**src/mau_pkg.sv**
```systemverilog
`timescale 1ns / 1ps
// types and constants of the modular arithmetic unit
// no dependencies
package mau_pkg;

  localparam int EXP_WIDTH = 63;
  localparam logic [31:0] MODULUS_RESET = 32'd1000000007;

  // word index of the modulus register on the config port
  localparam logic REG_MODULUS = 1'b0;

  typedef enum logic [1:0] {
    OP_MUL = 2'd0,
    OP_POW = 2'd1,
    OP_INV = 2'd2,
    OP_DIV = 2'd3
  } op_t;

  typedef enum logic [2:0] {
    ST_IDLE,
    ST_REDUCE,
    ST_CHECK,
    ST_MUL,
    ST_SQR,
    ST_FINAL,
    ST_DONE
  } state_t;

endpackage

```
**src/modular_arithmetic_unit_top.sv**
```systemverilog
`timescale 1ns / 1ps
// modular arithmetic unit: multiply, power, inverse and divide modulo a
// configurable modulus, all through one bit-serial modular multiplier
// depends on mau_pkg
//
// usage: write the modulus over the apb port (byte address 0) while idle.
// drive req_type, operand_a, operand_b, exponent and pulse start while busy
// is low; the item is taken at that edge and busy rises. when the item is
// finished, result is shown with done high for one cycle, then busy drops.
// the receiver cannot stall: result must be taken in the done cycle.
// sequence, from the accepting edge to the done cycle: every modular
// multiply is bit-serial, one multiplier bit per cycle (W = OPERAND_WIDTH
// bits). multiply: reduce a, then multiply by b. power: reduce the base,
// then for each exponent bit, lowest first, multiply the accumulator by
// the square when the bit is one, then square; inverse (of a) and divide
// (power of b, then times a) run the power with exponent m-2.
// a modulus below 2 gives result 0 in the cycle after the accepting edge.
// busy drops in the cycle after done; a new item is taken only while idle.
// reset: synchronous; modulus returns to 1000000007 (low W bits), block idle.
module modular_arithmetic_unit_top #(
  parameter int OPERAND_WIDTH = 31
) (
  input  logic                            clk,
  input  logic                            rst,
  input  logic                            psel,
  input  logic                            penable,
  input  logic                            pwrite,
  input  logic [2:0]                      paddr,
  input  logic [31:0]                     pwdata,
  output logic [31:0]                     prdata,
  output logic                            pready,
  input  logic                            start,
  output logic                            busy,
  input  logic [1:0]                      req_type,
  input  logic [OPERAND_WIDTH-1:0]        operand_a,
  input  logic [OPERAND_WIDTH-1:0]        operand_b,
  input  logic [mau_pkg::EXP_WIDTH-1:0]   exponent,
  output logic                            done,
  output logic [OPERAND_WIDTH-1:0]        result
);
  import mau_pkg::*;

  localparam int W  = OPERAND_WIDTH;
  localparam int CW = $clog2(W);
  localparam logic [CW-1:0] CNT_MAX = CW'(W - 1);

  state_t               state, state_next;
  op_t                  op;
  logic [W-1:0]         modulus;
  logic [W-1:0]         opa, opb;
  logic [EXP_WIDTH-1:0] e;
  logic [W-1:0]         sq, acc, res;
  logic [W-1:0]         mx, my, macc;
  logic [CW-1:0]        cnt;

  logic                 m_small;
  logic                 mm_last;
  logic [W+1:0]         t, m1, m2;
  logic [W-1:0]         mm_val;
  logic                 cfg_wr;

  // config port
  assign pready = 1'b1;
  assign cfg_wr = psel && penable && pwrite;
  assign prdata = (paddr[2] == REG_MODULUS) ? 32'(modulus) : '0;

  always_ff @(posedge clk) begin
    if (rst) begin
      modulus <= W'(MODULUS_RESET);
    end else if (cfg_wr && paddr[2] == REG_MODULUS) begin
      modulus <= pwdata[W-1:0];
    end
  end

  assign m_small = (modulus[W-1:1] == '0);

  // interleaved modular multiply step: macc = (2*macc + bit*mx) mod m
  // mx and macc stay below m, so at most two subtractions of m are needed
  assign m1 = {2'b00, modulus};
  assign m2 = {1'b0, modulus, 1'b0};
  assign t  = {1'b0, macc, 1'b0} + {2'b00, (my[W-1] ? mx : {W{1'b0}})};

  always_comb begin
    if (t >= m2) begin
      mm_val = W'(t - m2);
    end else if (t >= m1) begin
      mm_val = W'(t - m1);
    end else begin
      mm_val = W'(t);
    end
  end

  assign mm_last = (cnt == '0);

  // next state
  always_comb begin
    state_next = state;
    case (state)
      ST_IDLE: begin
        if (start) begin
          state_next = m_small ? ST_DONE : ST_REDUCE;
        end
      end
      ST_REDUCE: begin
        if (mm_last) begin
          state_next = (op == OP_MUL) ? ST_FINAL : ST_CHECK;
        end
      end
      ST_CHECK: begin
        if (e == '0) begin
          state_next = (op == OP_DIV) ? ST_FINAL : ST_DONE;
        end else if (e[0]) begin
          state_next = ST_MUL;
        end else begin
          state_next = ST_SQR;
        end
      end
      ST_MUL: begin
        if (mm_last) begin
          state_next = ST_SQR;
        end
      end
      ST_SQR: begin
        if (mm_last) begin
          state_next = ST_CHECK;
        end
      end
      ST_FINAL: begin
        if (mm_last) begin
          state_next = ST_DONE;
        end
      end
      ST_DONE: begin
        state_next = ST_IDLE;
      end
      default: begin
        state_next = ST_IDLE;
      end
    endcase
  end

  // outputs
  always_comb begin
    busy = 1'b1;
    done = 1'b0;
    case (state)
      ST_IDLE: begin
        busy = 1'b0;
      end
      ST_DONE: begin
        done = 1'b1;
      end
      default: begin
        busy = 1'b1;
      end
    endcase
  end

  assign result = res;

  always_ff @(posedge clk) begin
    if (rst) begin
      state <= ST_IDLE;
    end else begin
      state <= state_next;
    end
  end

  // datapath; a later load overrides the running multiply step
  always_ff @(posedge clk) begin
    if (state == ST_REDUCE || state == ST_MUL || state == ST_SQR ||
        state == ST_FINAL) begin
      macc <= mm_val;
      my   <= my << 1;
      cnt  <= cnt - 1'b1;
    end
    case (state)
      ST_IDLE: begin
        if (start) begin
          op   <= op_t'(req_type);
          opa  <= operand_a;
          opb  <= operand_b;
          e    <= (op_t'(req_type) == OP_POW) ? exponent
                                              : EXP_WIDTH'(modulus - W'(2));
          // reduce the base first: 1 * base mod m
          mx   <= W'(1);
          my   <= (op_t'(req_type) == OP_DIV) ? operand_b : operand_a;
          macc <= '0;
          cnt  <= CNT_MAX;
          res  <= '0;
        end
      end
      ST_REDUCE: begin
        if (mm_last) begin
          sq   <= mm_val;
          acc  <= W'(1);
          mx   <= mm_val;
          my   <= opb;
          macc <= '0;
          cnt  <= CNT_MAX;
        end
      end
      ST_CHECK: begin
        macc <= '0;
        cnt  <= CNT_MAX;
        if (e == '0) begin
          res <= acc;
          mx  <= acc;
          my  <= opa;
        end else if (e[0]) begin
          mx <= acc;
          my <= sq;
        end else begin
          mx <= sq;
          my <= sq;
        end
      end
      ST_MUL: begin
        if (mm_last) begin
          acc  <= mm_val;
          mx   <= sq;
          my   <= sq;
          macc <= '0;
          cnt  <= CNT_MAX;
        end
      end
      ST_SQR: begin
        if (mm_last) begin
          sq <= mm_val;
          e  <= e >> 1;
        end
      end
      ST_FINAL: begin
        if (mm_last) begin
          res <= mm_val;
        end
      end
      default: begin
      end
    endcase
  end

endmodule

```
**config.mk**
```make
export PLATFORM = sky130hd
export DESIGN_NAME = modular_arithmetic_unit_top
export DESIGN_NICKNAME = d
export VERILOG_FILES = /design/src/mau_pkg.sv /design/src/modular_arithmetic_unit_top.sv
export SDC_FILE = /design/constraint.sdc
export NUM_CORES = 1
export LEC_CHECK = 0
export BUFFER_PORTS_ARGS = -buffer_cell sky130_fd_sc_hd__buf_2
export CAP_MARGIN = 20
export CORE_MARGIN = 2
export CORE_UTILIZATION = 50
export CTS_CLUSTER_SIZE = 30
export DETAILED_ROUTE_END_ITERATION = 7
export GPL_TIMING_DRIVEN = 0
export PLACE_DENSITY = 0.81
export SETUP_SLACK_MARGIN = 0.1
export SLEW_MARGIN = 10
export SYNTH_ARGS = -nofsm -noshare
export SYNTH_HDL_FRONTEND = slang
export SYNTH_SLANG_ARGS = --single-unit
```
**constraint.sdc**
```tcl
create_clock -name clk -period 8.2 [get_ports clk]
set_input_delay 0.82 -clock clk [delete_from_list [all_inputs] [get_ports clk]]
set_output_delay 0.82 -clock clk [all_outputs]
set_load 0.05 [all_outputs]
```
# After elaboration in Yosys (flattened, before gate mapping)
# Index checks and enable logic that the tools add are counted.
[totals]
out_inout_bits = 66
wordCells = 107
ff_bits = 352
latchBits = 0
mem_bits_ro = 0
memories = 0
ramBits = 0
[classes]
n_div = 0
bitwise_logic = 1
magnitude_cmp = 2
n_shift = 0
mul = 0
muxes = 47
n_reduce_logical = 24
eq_ne = 15
add_sub_neg = 5
[ops]
columns = ["op", "n"]
rows = [
  ["31-bit two-way mux", 21],
  ["31-bit case mux with 4 select lines", 2],
  ["63-bit two-way mux", 3],
  ["31-bit case mux with 3 select lines", 2],
  ["63-bit case mux with 2 select lines", 1],
  ["63-bit logical NOT", 1],
  ["31-bit case mux with 2 select lines", 1],
  ["31-bit subtractor", 2],
  ["32-bit by 31-bit adder with 33-bit output", 1],
  ["33-bit by 31-bit >= comparator with 1-bit output", 1],
  ["33-bit by 32-bit >= comparator with 1-bit output", 1],
  ["31-bit by 2-bit subtractor with 32-bit output, second input constant", 1],
  ["30-bit logical NOT", 1],
  ["3-bit two-way mux", 9],
  ["3-bit case mux with 6 select lines", 1],
  ["5-bit two-way mux", 3],
  ["5-bit case mux with 3 select lines", 1],
  ["2-bit != test, second input constant", 6],
  ["3-bit equality test, second input constant", 3],
  ["4-bit AND reduction", 2],
  ["3-bit by 2-bit equality test with 1-bit output, second input constant", 2],
  ["3-bit AND reduction", 2],
  ["5-bit logical NOT", 1],
  ["5-bit AND reduction", 1],
  ["16 further kinds", 25],
]

# Logic depth before layout (Yosys ltp)
# Gate-level depths: netlist of run 1.
[depth]
depth_word = 8
mapped_depth = 28
depth_no_buf = 23

# Worst setup path after synthesis of run 1
# OpenSTA, ideal clock, no wires.
[synth_timing]
path_kind = "reg-to-reg"
from = "register cnt[0]"
to = "register e[0], enable pin"
synth_period_minus_slack_ns = 6.447
t_required_ns = 7.629
path_stages_with_launch = 9
setup_slack_ns = 1.753
t_arrival_ns = 5.876
setup_ns = 0.571
cell_sequence = "dfxtp_1 inv_1 ha_1 nand2b_1 or3_1 clkbuf_1 clkbuf_1 clkbuf_1 o21ai_0"
[synth_via]
elab_chain_cells = 3
[synth_lines]
columns = ["element", "line_no", "rtl"]
rows = [
  ["start: declaration", "modular_arithmetic_unit_top.sv:54", "logic [CW-1:0] cnt;"],
  ["start signal: assignment", "modular_arithmetic_unit_top.sv:175", "cnt <= cnt - 1'b1;"],
  ["5-bit logical NOT", "modular_arithmetic_unit_top.sv:93", "assign mm_last = (cnt == '0);"],
  ["2-bit != test (no line)", "--", ""],
  ["3-bit AND reduction (no line)", "--", ""],
  ["end signal: assignment", "modular_arithmetic_unit_top.sv:183", "e <= (op_t'(req_type) == OP_POW) ? exponent"],
  ["end signal: assignment", "modular_arithmetic_unit_top.sv:230", "e <= e >> 1;"],
  ["end: declaration", "modular_arithmetic_unit_top.sv:51", "logic [EXP_WIDTH-1:0] e;"],
]
# No other way between the ends.
# A chain may end at the register's enable or synchronous reset.

# Worst setup path after layout of run 1
[layout_timing]
from = "register my[30]"
to = "register res[30], in the netlist result[30], data pin"
[layout_via]
elab_chain_cells = 7
elab_cells_between_ends = 10
cone_classes = "add/sub (3); order compare (2); mux (5)"
[layout_lines]
columns = ["element", "line_no", "rtl"]
rows = [
  ["start: declaration", "modular_arithmetic_unit_top.sv:53", "logic [W-1:0] mx, my, macc;"],
  ["start signal: assignment", "modular_arithmetic_unit_top.sv:174", "my <= my << 1;"],
  ["start signal: assignment", "modular_arithmetic_unit_top.sv:187", "my <= (op_t'(req_type) == OP_DIV) ? operand_b : operand_a;"],
  ["start signal: assignment", "modular_arithmetic_unit_top.sv:198", "my <= opb;"],
  ["31-bit two-way mux *", "modular_arithmetic_unit_top.sv:81", "assign t = {1'b0, macc, 1'b0} + {2'b00, (my[W-1] ? mx : {W{1'b0}})};"],
  ["32-bit by 31-bit adder with 33-bit output *", "modular_arithmetic_unit_top.sv:81", ""],
  ["31-bit subtractor or 33-bit by 31-bit >= comparator with 1-bit output (tied branches)", "modular_arithmetic_unit_top.sv:87, modular_arithmetic_unit_top.sv:86", ""],
  ["31-bit two-way mux", "modular_arithmetic_unit_top.sv:86", "end else if (t >= m1) begin"],
  ["31-bit two-way mux *", "modular_arithmetic_unit_top.sv:84", "if (t >= m2) begin"],
  ["31-bit two-way mux *", "modular_arithmetic_unit_top.sv:234", "if (mm_last) begin"],
  ["31-bit case mux with 3 select lines *", "modular_arithmetic_unit_top.sv:177", "case (state)"],
  ["end signal: assignment", "modular_arithmetic_unit_top.sv:235", "res <= mm_val;"],
  ["end: declaration", "modular_arithmetic_unit_top.sv:52", "logic [W-1:0] sq, acc, res;"],
]
# Every way passes the cells marked *; elsewhere a longest branch is shown, timed or not. The select of a mux whose other input is x is not followed.

==> summary.txt, run 1 <==
Synthesis
  – Syn Area/Cell: 9.29 um2
  – Yosys Warn Count: 0
  – Post-synthesis instance total: 2372
  – Flops & latches, synth: 352
  – Syn Std Cell Area: 22000 um2
  – Post-synth ARST share: 0
  – Main synth FF type: edfxtp_1
  – Library cells used by synthesis: 91
  – Number of synthesized flops with an enable pin: 251
  – Net Count, Synth: 2637
  – Post-synthesis sequential area ratio: 0.434

Drt
  – Via/cell ratio: 6.43
  – Length of routed met3 wiring: 7870 um
  – Wire per inst: 23.2 um
  – Routed Antenna Nets: 0
  – Wl on met1: 29600 um
  – First-pass DRT Iterations: 8
  – Top sig layer: met5
  – Detailed Route Iter0 Violations: 2918
  – Vias: 21.0k
  – Drt drc: 3
  – Met2 wire length: 35100 um
  – Routed WL: 75600 um

Power
  – Clk network pwr share: 0.156
  – Net Sw Power: 0.00529 W
  – P_leak: 9.81 nW
  – Switching share of power: 0.481
  – Overall Power: 0.0110 W
  – Seq pwr share: 0.263
  – Logic pwr share: 0.580
  – Cell internal pwr: 0.00570 W
  – Max VDD drop: 0.214 mV
  – Pwr Density: 434 nW/um2

STA
  – Fin crit share: 0.923
  – Fin. Hold Viols: 0
  – RSZ-0062 raised after global routing: false
  – Final Max Tran Viols: 0
  – Final WS setup: 0.635 ns
  – Fmax: 132 MHz
  – Tightest Pin Transition: 1.04 ns
  – Fin Hold WS: 0.439 ns
  – Relative slew slack: 0.296
  – Worst clock skew: 0.0165 ns
  – Min Tclk post-route: 7.57 ns
  – Final setup fails: 0

Layout
  – Post-route core utilization: 0.586
  – Nets: 2914
  – Fraction of layout cells with a size suffix above 1: 0.148
  – Ant diodes: 0
  – Non-filler instance count after layout: 3265
  – Area Growth Syn to Fin: 15.0%

Floorplanning
  – Die X: 214 um
  – DIE AREA: 45800 um2
  – DIE HEIGHT: 214 um
  – # IOs: 234
  – Core area: 43300 um2
  – Row Count: 76
  – Effective utilization at floorplan: 0.510

Clock tree
  – # H-tree levels: 2
  – Clk_lat worst skew: 0.57 ns
  – Hold-fix buffer count after cts: 0
  – Number of buffers created by CTS: 39
  – CTS Root Cell: clkbuf_16
  – Clock Path Buffers: 3
  – Clk sinks: 352
  – CTS clk-pin slew, worst paths: 0.06 ns
  – CTS tree: built
  – Setup Fix Bufs, Post-CTS: 0

Critical path
  – Data arrival, critical path: 7.81 ns
  – Critical Path Start Type: flip-flop
  – FF-to-FF path depth: 23
  – R2R Setup Slk: 0.63 ns
  – Worst setup path category: reg -> reg
  – Worst path required time: 8.45 ns
  – Reg-to-Reg Start: my[30]
  – Crit end category: flip-flop
  – Worst setup path endpoint: result[30]
  – Crit path from: my[30]
  – CP max FO: 10
  – RR Endpoint: result[30]

Min path
  – Min-delay src: operand_b[20]
  – Hold/Removal Path Class: in -> reg

Global route
  – Initial antenna violation count: 1
  – Largest net degree at the start of global routing: 65
  – First-pass GRT wire length: 114000 um
  – Vias in the first global route: 19.8k
  – Gr ovfl total: 0
  – GRT Resource Usage Total: 0.318

Status
  – Status: finished, violations left
  – Failing checks: DRC

Place
  – DP HPWL: 58400 um
  – Dpl cells: 3193
  – Routability Congestion: 0.989
  – Setup slack at placement: 0.510 ns
  – # port buffers: 227

Run
  – Max Cap Viol: 0
-- layer usage --
metal / up-vias / global-route usage
met2: 1348 / 0.517
met4: 2 / 0.122
met1: 10050 / 0.423
li1: 9394 / -
met5: - / 0
met3: 196 / 0.0575
-- power groups by stage --
stage	registers (W)	clock network, W	logic [W]
4_1_cts	0.00288	0.00172	0.00618
3_3_place_gp	0.00296	0	0.00594
5_1_grt	0.00293	0.00179	0.00680
6_report	0.00289	0.00172	0.00638
3_5_place_dp	0.00292	0	0.00613
2_1_floorplan	0.00305	0	0.00414
-- how the worst min path moves through the flow --
stage                     endpoint  slack (ns)  cells past startpoint
after floorplan           macc[15]        0.44                      2
after CTS                  opb[23]        0.42                      1
final                      opb[20]        0.44                      1
after detailed placement  macc[15]        0.45                      2
after global routing       opb[23]        0.43                      1
after global placement    macc[15]        0.45                      2
-- cell families (layout without fill, tap and decap cells) --
kind of cell	count (synthesis)	after routing	share of synthesized area
AO/OA/AOI/OAI	785	785	0.227
AND/OR/NAND/NOR	693	693	0.146
flip-flops	352	352	0.434
buffers and inverters	227	535	0.0417
multiplexers	121	121	0.0577
adder cells (fa/ha/maj)	97	97	0.0561
XOR/XNOR	95	95	0.0377
other	2	2	0.000341
-- timing repair --
action,CTS,global route
endpoints found under the setup margin,0,11
endpoints found under the hold margin,0,0
gates resized for setup,0,3
-- Yosys cell counts, types with 27 or more instances --
cell        n  area (um2)
edfxtp_1  251        7540
nand2_1   229         860
a21oi_1   222        1110
nor2_1    207         777
o21ai_0   163         816
clkbuf_1  115         432
dfxtp_1   101        2020
ha_1       94        1180
inv_1      84         315
mux2i_1    79         791
xnor2_1    64         561
o22ai_1    61         382
and2_1     47         294
a22oi_1    44         330
nand3_1    39         195
o21ai_1    39         195
a21o_1     38         285
mux2_2     37         417
nor3_1     36         180
xor2_1     31         272
nand4_1    27         169
nor4_1     27         169
-- registers in the layout, indices dropped and copies added, names as in the netlist, 3 cells and up --
| signal | count |
|---|---|
| result | 31 |
| opb | 31 |
| mx | 31 |
| acc | 31 |
| cnt | 5 |
| macc | 31 |
| modulus | 31 |
| e | 63 |
| opa | 31 |
| sq | 31 |
| my | 31 |
| state | 3 |
-- area by class of cell --
class	count	area [um2]
Clock buffer	57	1080
Buffer	143	604
Clock inverter	15	145
Fill cell	3652	17900
Timing Repair Buffer	236	1280
Inverter	84	318
Multi-Input combinational cell	1793	11600
Sequential cell	352	9560
Tap cell	585	732
-- layout by cell type (no fill, tap or decap), types with 63 or more instances in the layout --
| cell type | n |
|---|---|
| mux2i_1 | 79 |
| o21ai_0 | 161 |
| a21oi_1 | 221 |
| buf_2 | 238 |
| dfxtp_1 | 101 |
| ha_1 | 94 |
| inv_1 | 83 |
| xnor2_1 | 63 |
| edfxtp_1 | 251 |
| nor2_1 | 206 |
| nand2_1 | 229 |
| clkbuf_1 | 130 |
-- worst max-delay path, cell delays in order (launching register included) --
cell and delay [ns]:
dfxtp_1 0.51, clkbuf_1 0.46, nand2_1 0.19, inv_1 0.09, ha_1 0.24, a211oi_1 0.24
nor2_1 0.11, a21oi_1 0.35, a21boi_0 0.36, a311oi_1 0.40, xnor2_1 0.36, ha_1 0.43
a21o_1 0.19, a21oi_1 0.14, o21ai_0 0.20, a2111oi_1 0.70, a21boi_1 0.26, o31ai_1 0.45
and2_1 0.19, buf_2 0.17, buf_2 0.31, nor2_1 0.12, nor3_1 0.47, o21ai_0 0.29
-- through the flow --
step                      TNS, ns  instance area (um2)
after floorplan                 0                22000
after global placement     -24.47                23900
after detailed placement        0                24100
after CTS                       0                25300
after global routing            0                25300
final                           0                25300
Power figures use the tool's default switching activity.
==> inputs of run 2 (changes only) <==
- ABC_AREA: unset -> 1
- PLACE_DENSITY: 0.81 -> 0.8
- clock period: 8.2 -> 8 ns (I/O delays scaled with it)
==> run 2 against run 1 <==
- final area rose by 6.2%
- cell count rose by 24%
- non-clock buffer count fell by 9
- maximum frequency rose by 26%
- worst setup slack improved by 1.4 ns
- the run now ends clean
- sequential power rose by 2%
- register-to-register slack improved by 1.4 ns
- global-route usage rose by 0.51 points
- synthesized area rose by 6.8%
- synthesized cell count rose by 33%
==> summary.txt, run 2 <==
Clock tree
  – Clk_lat worst skew: 0.57 ns
  – PostCTS Resize Cnt: 0
  – Clk sinks: 352
  – # H-tree levels: 2
  – Number of buffers created by CTS: 39
  – CTS Root Cell: clkbuf_16
  – Hold-fix buffer count after cts: 0
  – CTS tree: built
  – Clock Path Buffers: 3
  – CTS clk-pin slew, worst paths: 0.06 ns
  – Setup Fix Bufs, Post-CTS: 0

Layout
  – Commonest non-fill, non-tap cells in the layout: nand2_1 (735), inv_1 (355), nor2_1 (318), o21ai_0 (308), edfxtp_1 (251)
  – Fraction of layout cells with a size suffix above 1: 0.119
  – Commonest non-fill, non-tap cell in the layout: nand2_1
  – Reg with most FFs: e
  – Area Growth Syn to Fin: 14.3%
  – Max FFs per register: 63
  – Final instance area: 26900 um2
  – Nets: 3691

Power
  – Net Sw Power: 0.00598 W
  – Overall Power: 0.0118 W
  – Pwr Density: 438 nW/um2
  – Switching share of power: 0.507
  – Logic pwr share: 0.599
  – Max VDD drop: 0.233 mV
  – P_leak: 12.2 nW
  – Seq pwr share: 0.249
  – Clk network pwr share: 0.152
  – Cell internal pwr: 0.00582 W

Run
  – Max Cap Viol: 0

Global route
  – Vias in the first global route: 22.1k
  – First-pass GRT wire length: 124000 um
  – Initial antenna violation count: 1
  – Largest net degree at the start of global routing: 41
  – GRT Resource Usage Total: 0.323
  – Gr ovfl total: 0

Drt
  – Drt drc: 0
  – Routed WL: 81700 um
  – Detailed Route Iter0 Violations: 3114
  – Vias: 23.9k
  – Routed Antenna Nets: 0
  – Via/cell ratio: 5.87
  – First-pass DRT Iterations: 6
  – Wire per inst: 20.1 um

Synthesis
  – Synth cell count leaders: nand2_1 (735), inv_1 (355), nor2_1 (320)
  – Share of the synthesized area in the top cell type: 0.320
  – Syn Area/Cell: 7.48 um2
  – Post-synth ARST share: 0
  – Largest area contributor in the netlist: edfxtp_1
  – Post-synthesis sequential area ratio: 0.406
  – Post-synthesis instance total: 3149
  – Net Count, Synth: 3414
  – Most common cell in the netlist: nand2_1
  – Yosys Warn Count: 0
  – Main synth FF type: edfxtp_1
  – Syn Std Cell Area: 23600 um2
  – Area contributors post-synth: edfxtp_1 (32%), nand2_1 (12%), dfxtp_1 (8.6%)
  – Number of synthesized flops with an enable pin: 251
  – Flops & latches, synth: 352
  – Library cells used by synthesis: 51

Status
  – Status: completed

Place
  – DP HPWL: 64100 um
  – Routability Congestion: 1.01
  – Post-DP Area: 25700 um2
  – # port buffers: 228

STA
  – Tightest Pin Transition: 1.02 ns
  – Fmax: 167 MHz
  – Relative slew slack: 0.313
  – Fin crit share: 0.749
  – Worst clock skew: 0.0277 ns
  – Min Tclk post-route: 6.00 ns
  – Final setup fails: 0
  – Fin. Hold Viols: 0
  – Final Max Tran Viols: 0
  – RSZ-0062 raised after global routing: false

Critical path
  – Data arrival, critical path: 6.41 ns
  – CP Buf/Inv Count: 5
  – FF-to-FF path depth: 27
  – Top delay family on crit path: simple AND/OR/NAND/NOR gates
  – Worst path required time: 8.42 ns
  – Crit-path slowest cell: nor4_1
  – Critical path's most frequent cell: nand2_1
  – CP max stage delay: 0.90 ns
  – Critical Path Start Type: flip-flop
  – CP max FO: 10
  – Worst setup path category: reg -> reg
  – Crit end category: flip-flop
  – Worst path depth: 27

Floorplanning
  – Row Count: 79
  – Effective utilization at floorplan: 0.506
  – Core area: 46600 um2
  – # IOs: 234
  – DIE AREA: 48900 um2
  – Die X: 221 um
  – DIE HEIGHT: 221 um

Min path
  – Hold Crit Depth: 1
  – Hold/Removal Path Class: in -> reg
-- run 2: cell types whose count changed after synthesis, moves of 29 or more --
cell,before,now
nor2_1,207,320
a21oi_1,222,192
xnor2_1,64,31
mux2_2,37,0
and2_1,47,3
nand2_1,229,735
inv_1,84,355
o21ai_0,163,309
a21o_1,38,9
nand2_2,0,29
a22oi_1,44,0
nand3_1,39,193
o22ai_1,61,11
-- run 2: through the flow --
stage	setup TNS (ns)	instances	setup slack [ns]	hold slack, ns	utilization
after floorplan	0	3149	1.12	0.445	-
after detailed placement	0	3992	2.36	0.509	0.551
after global placement	-119.67	3984	-1.90	0.488	0.547
after global routing	0	4063	1.71	0.417	0.578
final	0	4064	2.00	0.418	0.578
after CTS	0	4062	2.30	0.408	0.578
-- run 2: worst reg2reg max path: cells and delay by family, from the launching register on --
| family | cells | cell delay [ns] |
|---|---|---|
| adders and majority gates | 3 | 0.87 |
| xor gates and xnor gates | 2 | 0.64 |
| buffers and inverters | 5 | 1.16 |
| DFF | 1 | 0.32 |
| and+or+nand+nor | 17 | 2.87 |
-- run 2: power groups by stage --
| stage | Combinational, W | Clock (W) | Sequential, W |
|---|---|---|---|
| detailed placement | 0.00683 | 0 | 0.00297 |
| floorplan | 0.00450 | 0 | 0.00321 |
| global route | 0.00767 | 0.00186 | 0.00298 |
| global placement | 0.00666 | 0 | 0.00302 |
| CTS | 0.00688 | 0.00179 | 0.00293 |
| finish | 0.00707 | 0.00179 | 0.00294 |
-- run 2: worst paths after layout --
check	to	slack, ns	start
worst max-delay path	result[23]	2.00	my[30]
worst max register to register	result[23]	2.00	my[30]
worst min-delay path	opb[20]	0.42	operand_b[20]
worst min register to register	my[25]	0.54	my[25]
-- run 2: per-layer routing --
layer / GRT usage / vias to the layer above / routed length (um)
met3: 0.0572 / 238 / 8430
met5: 0 / - / 0
met4: 0.147 / 0 / 3760
met2: 0.514 / 1405 / 36900
li1: - / 11145 / -
met1: 0.431 / 11066 / 32600
-- run 2: final cells by class --
| type | instances | area, um2 |
|---|---|---|
| fillers | 4209 | 19600 |
| multi-input cells | 2298 | 12100 |
| flip-flops and latches | 352 | 9560 |
| inverters | 365 | 1370 |
| repair buffers | 236 | 1300 |
| clock buffers | 53 | 1110 |
| well taps | 607 | 759 |
| plain buffers | 134 | 594 |
| clock inverters | 17 | 150 |
| diodes | 2 | 5.00 |
-- run 2: logic make-up after synthesis --
logic type / Yosys count / share of synthesized area
AOI/OAI and AO/OA: 677 / 0.157
muxes: 54 / 0.0229
DFF: 352 / 0.406
xor gates and xnor gates: 74 / 0.0275
buffers and inverters: 499 / 0.0834
and+or+nand+nor: 1394 / 0.251
other: 2 / 0.000319
adders and majority gates: 97 / 0.0525
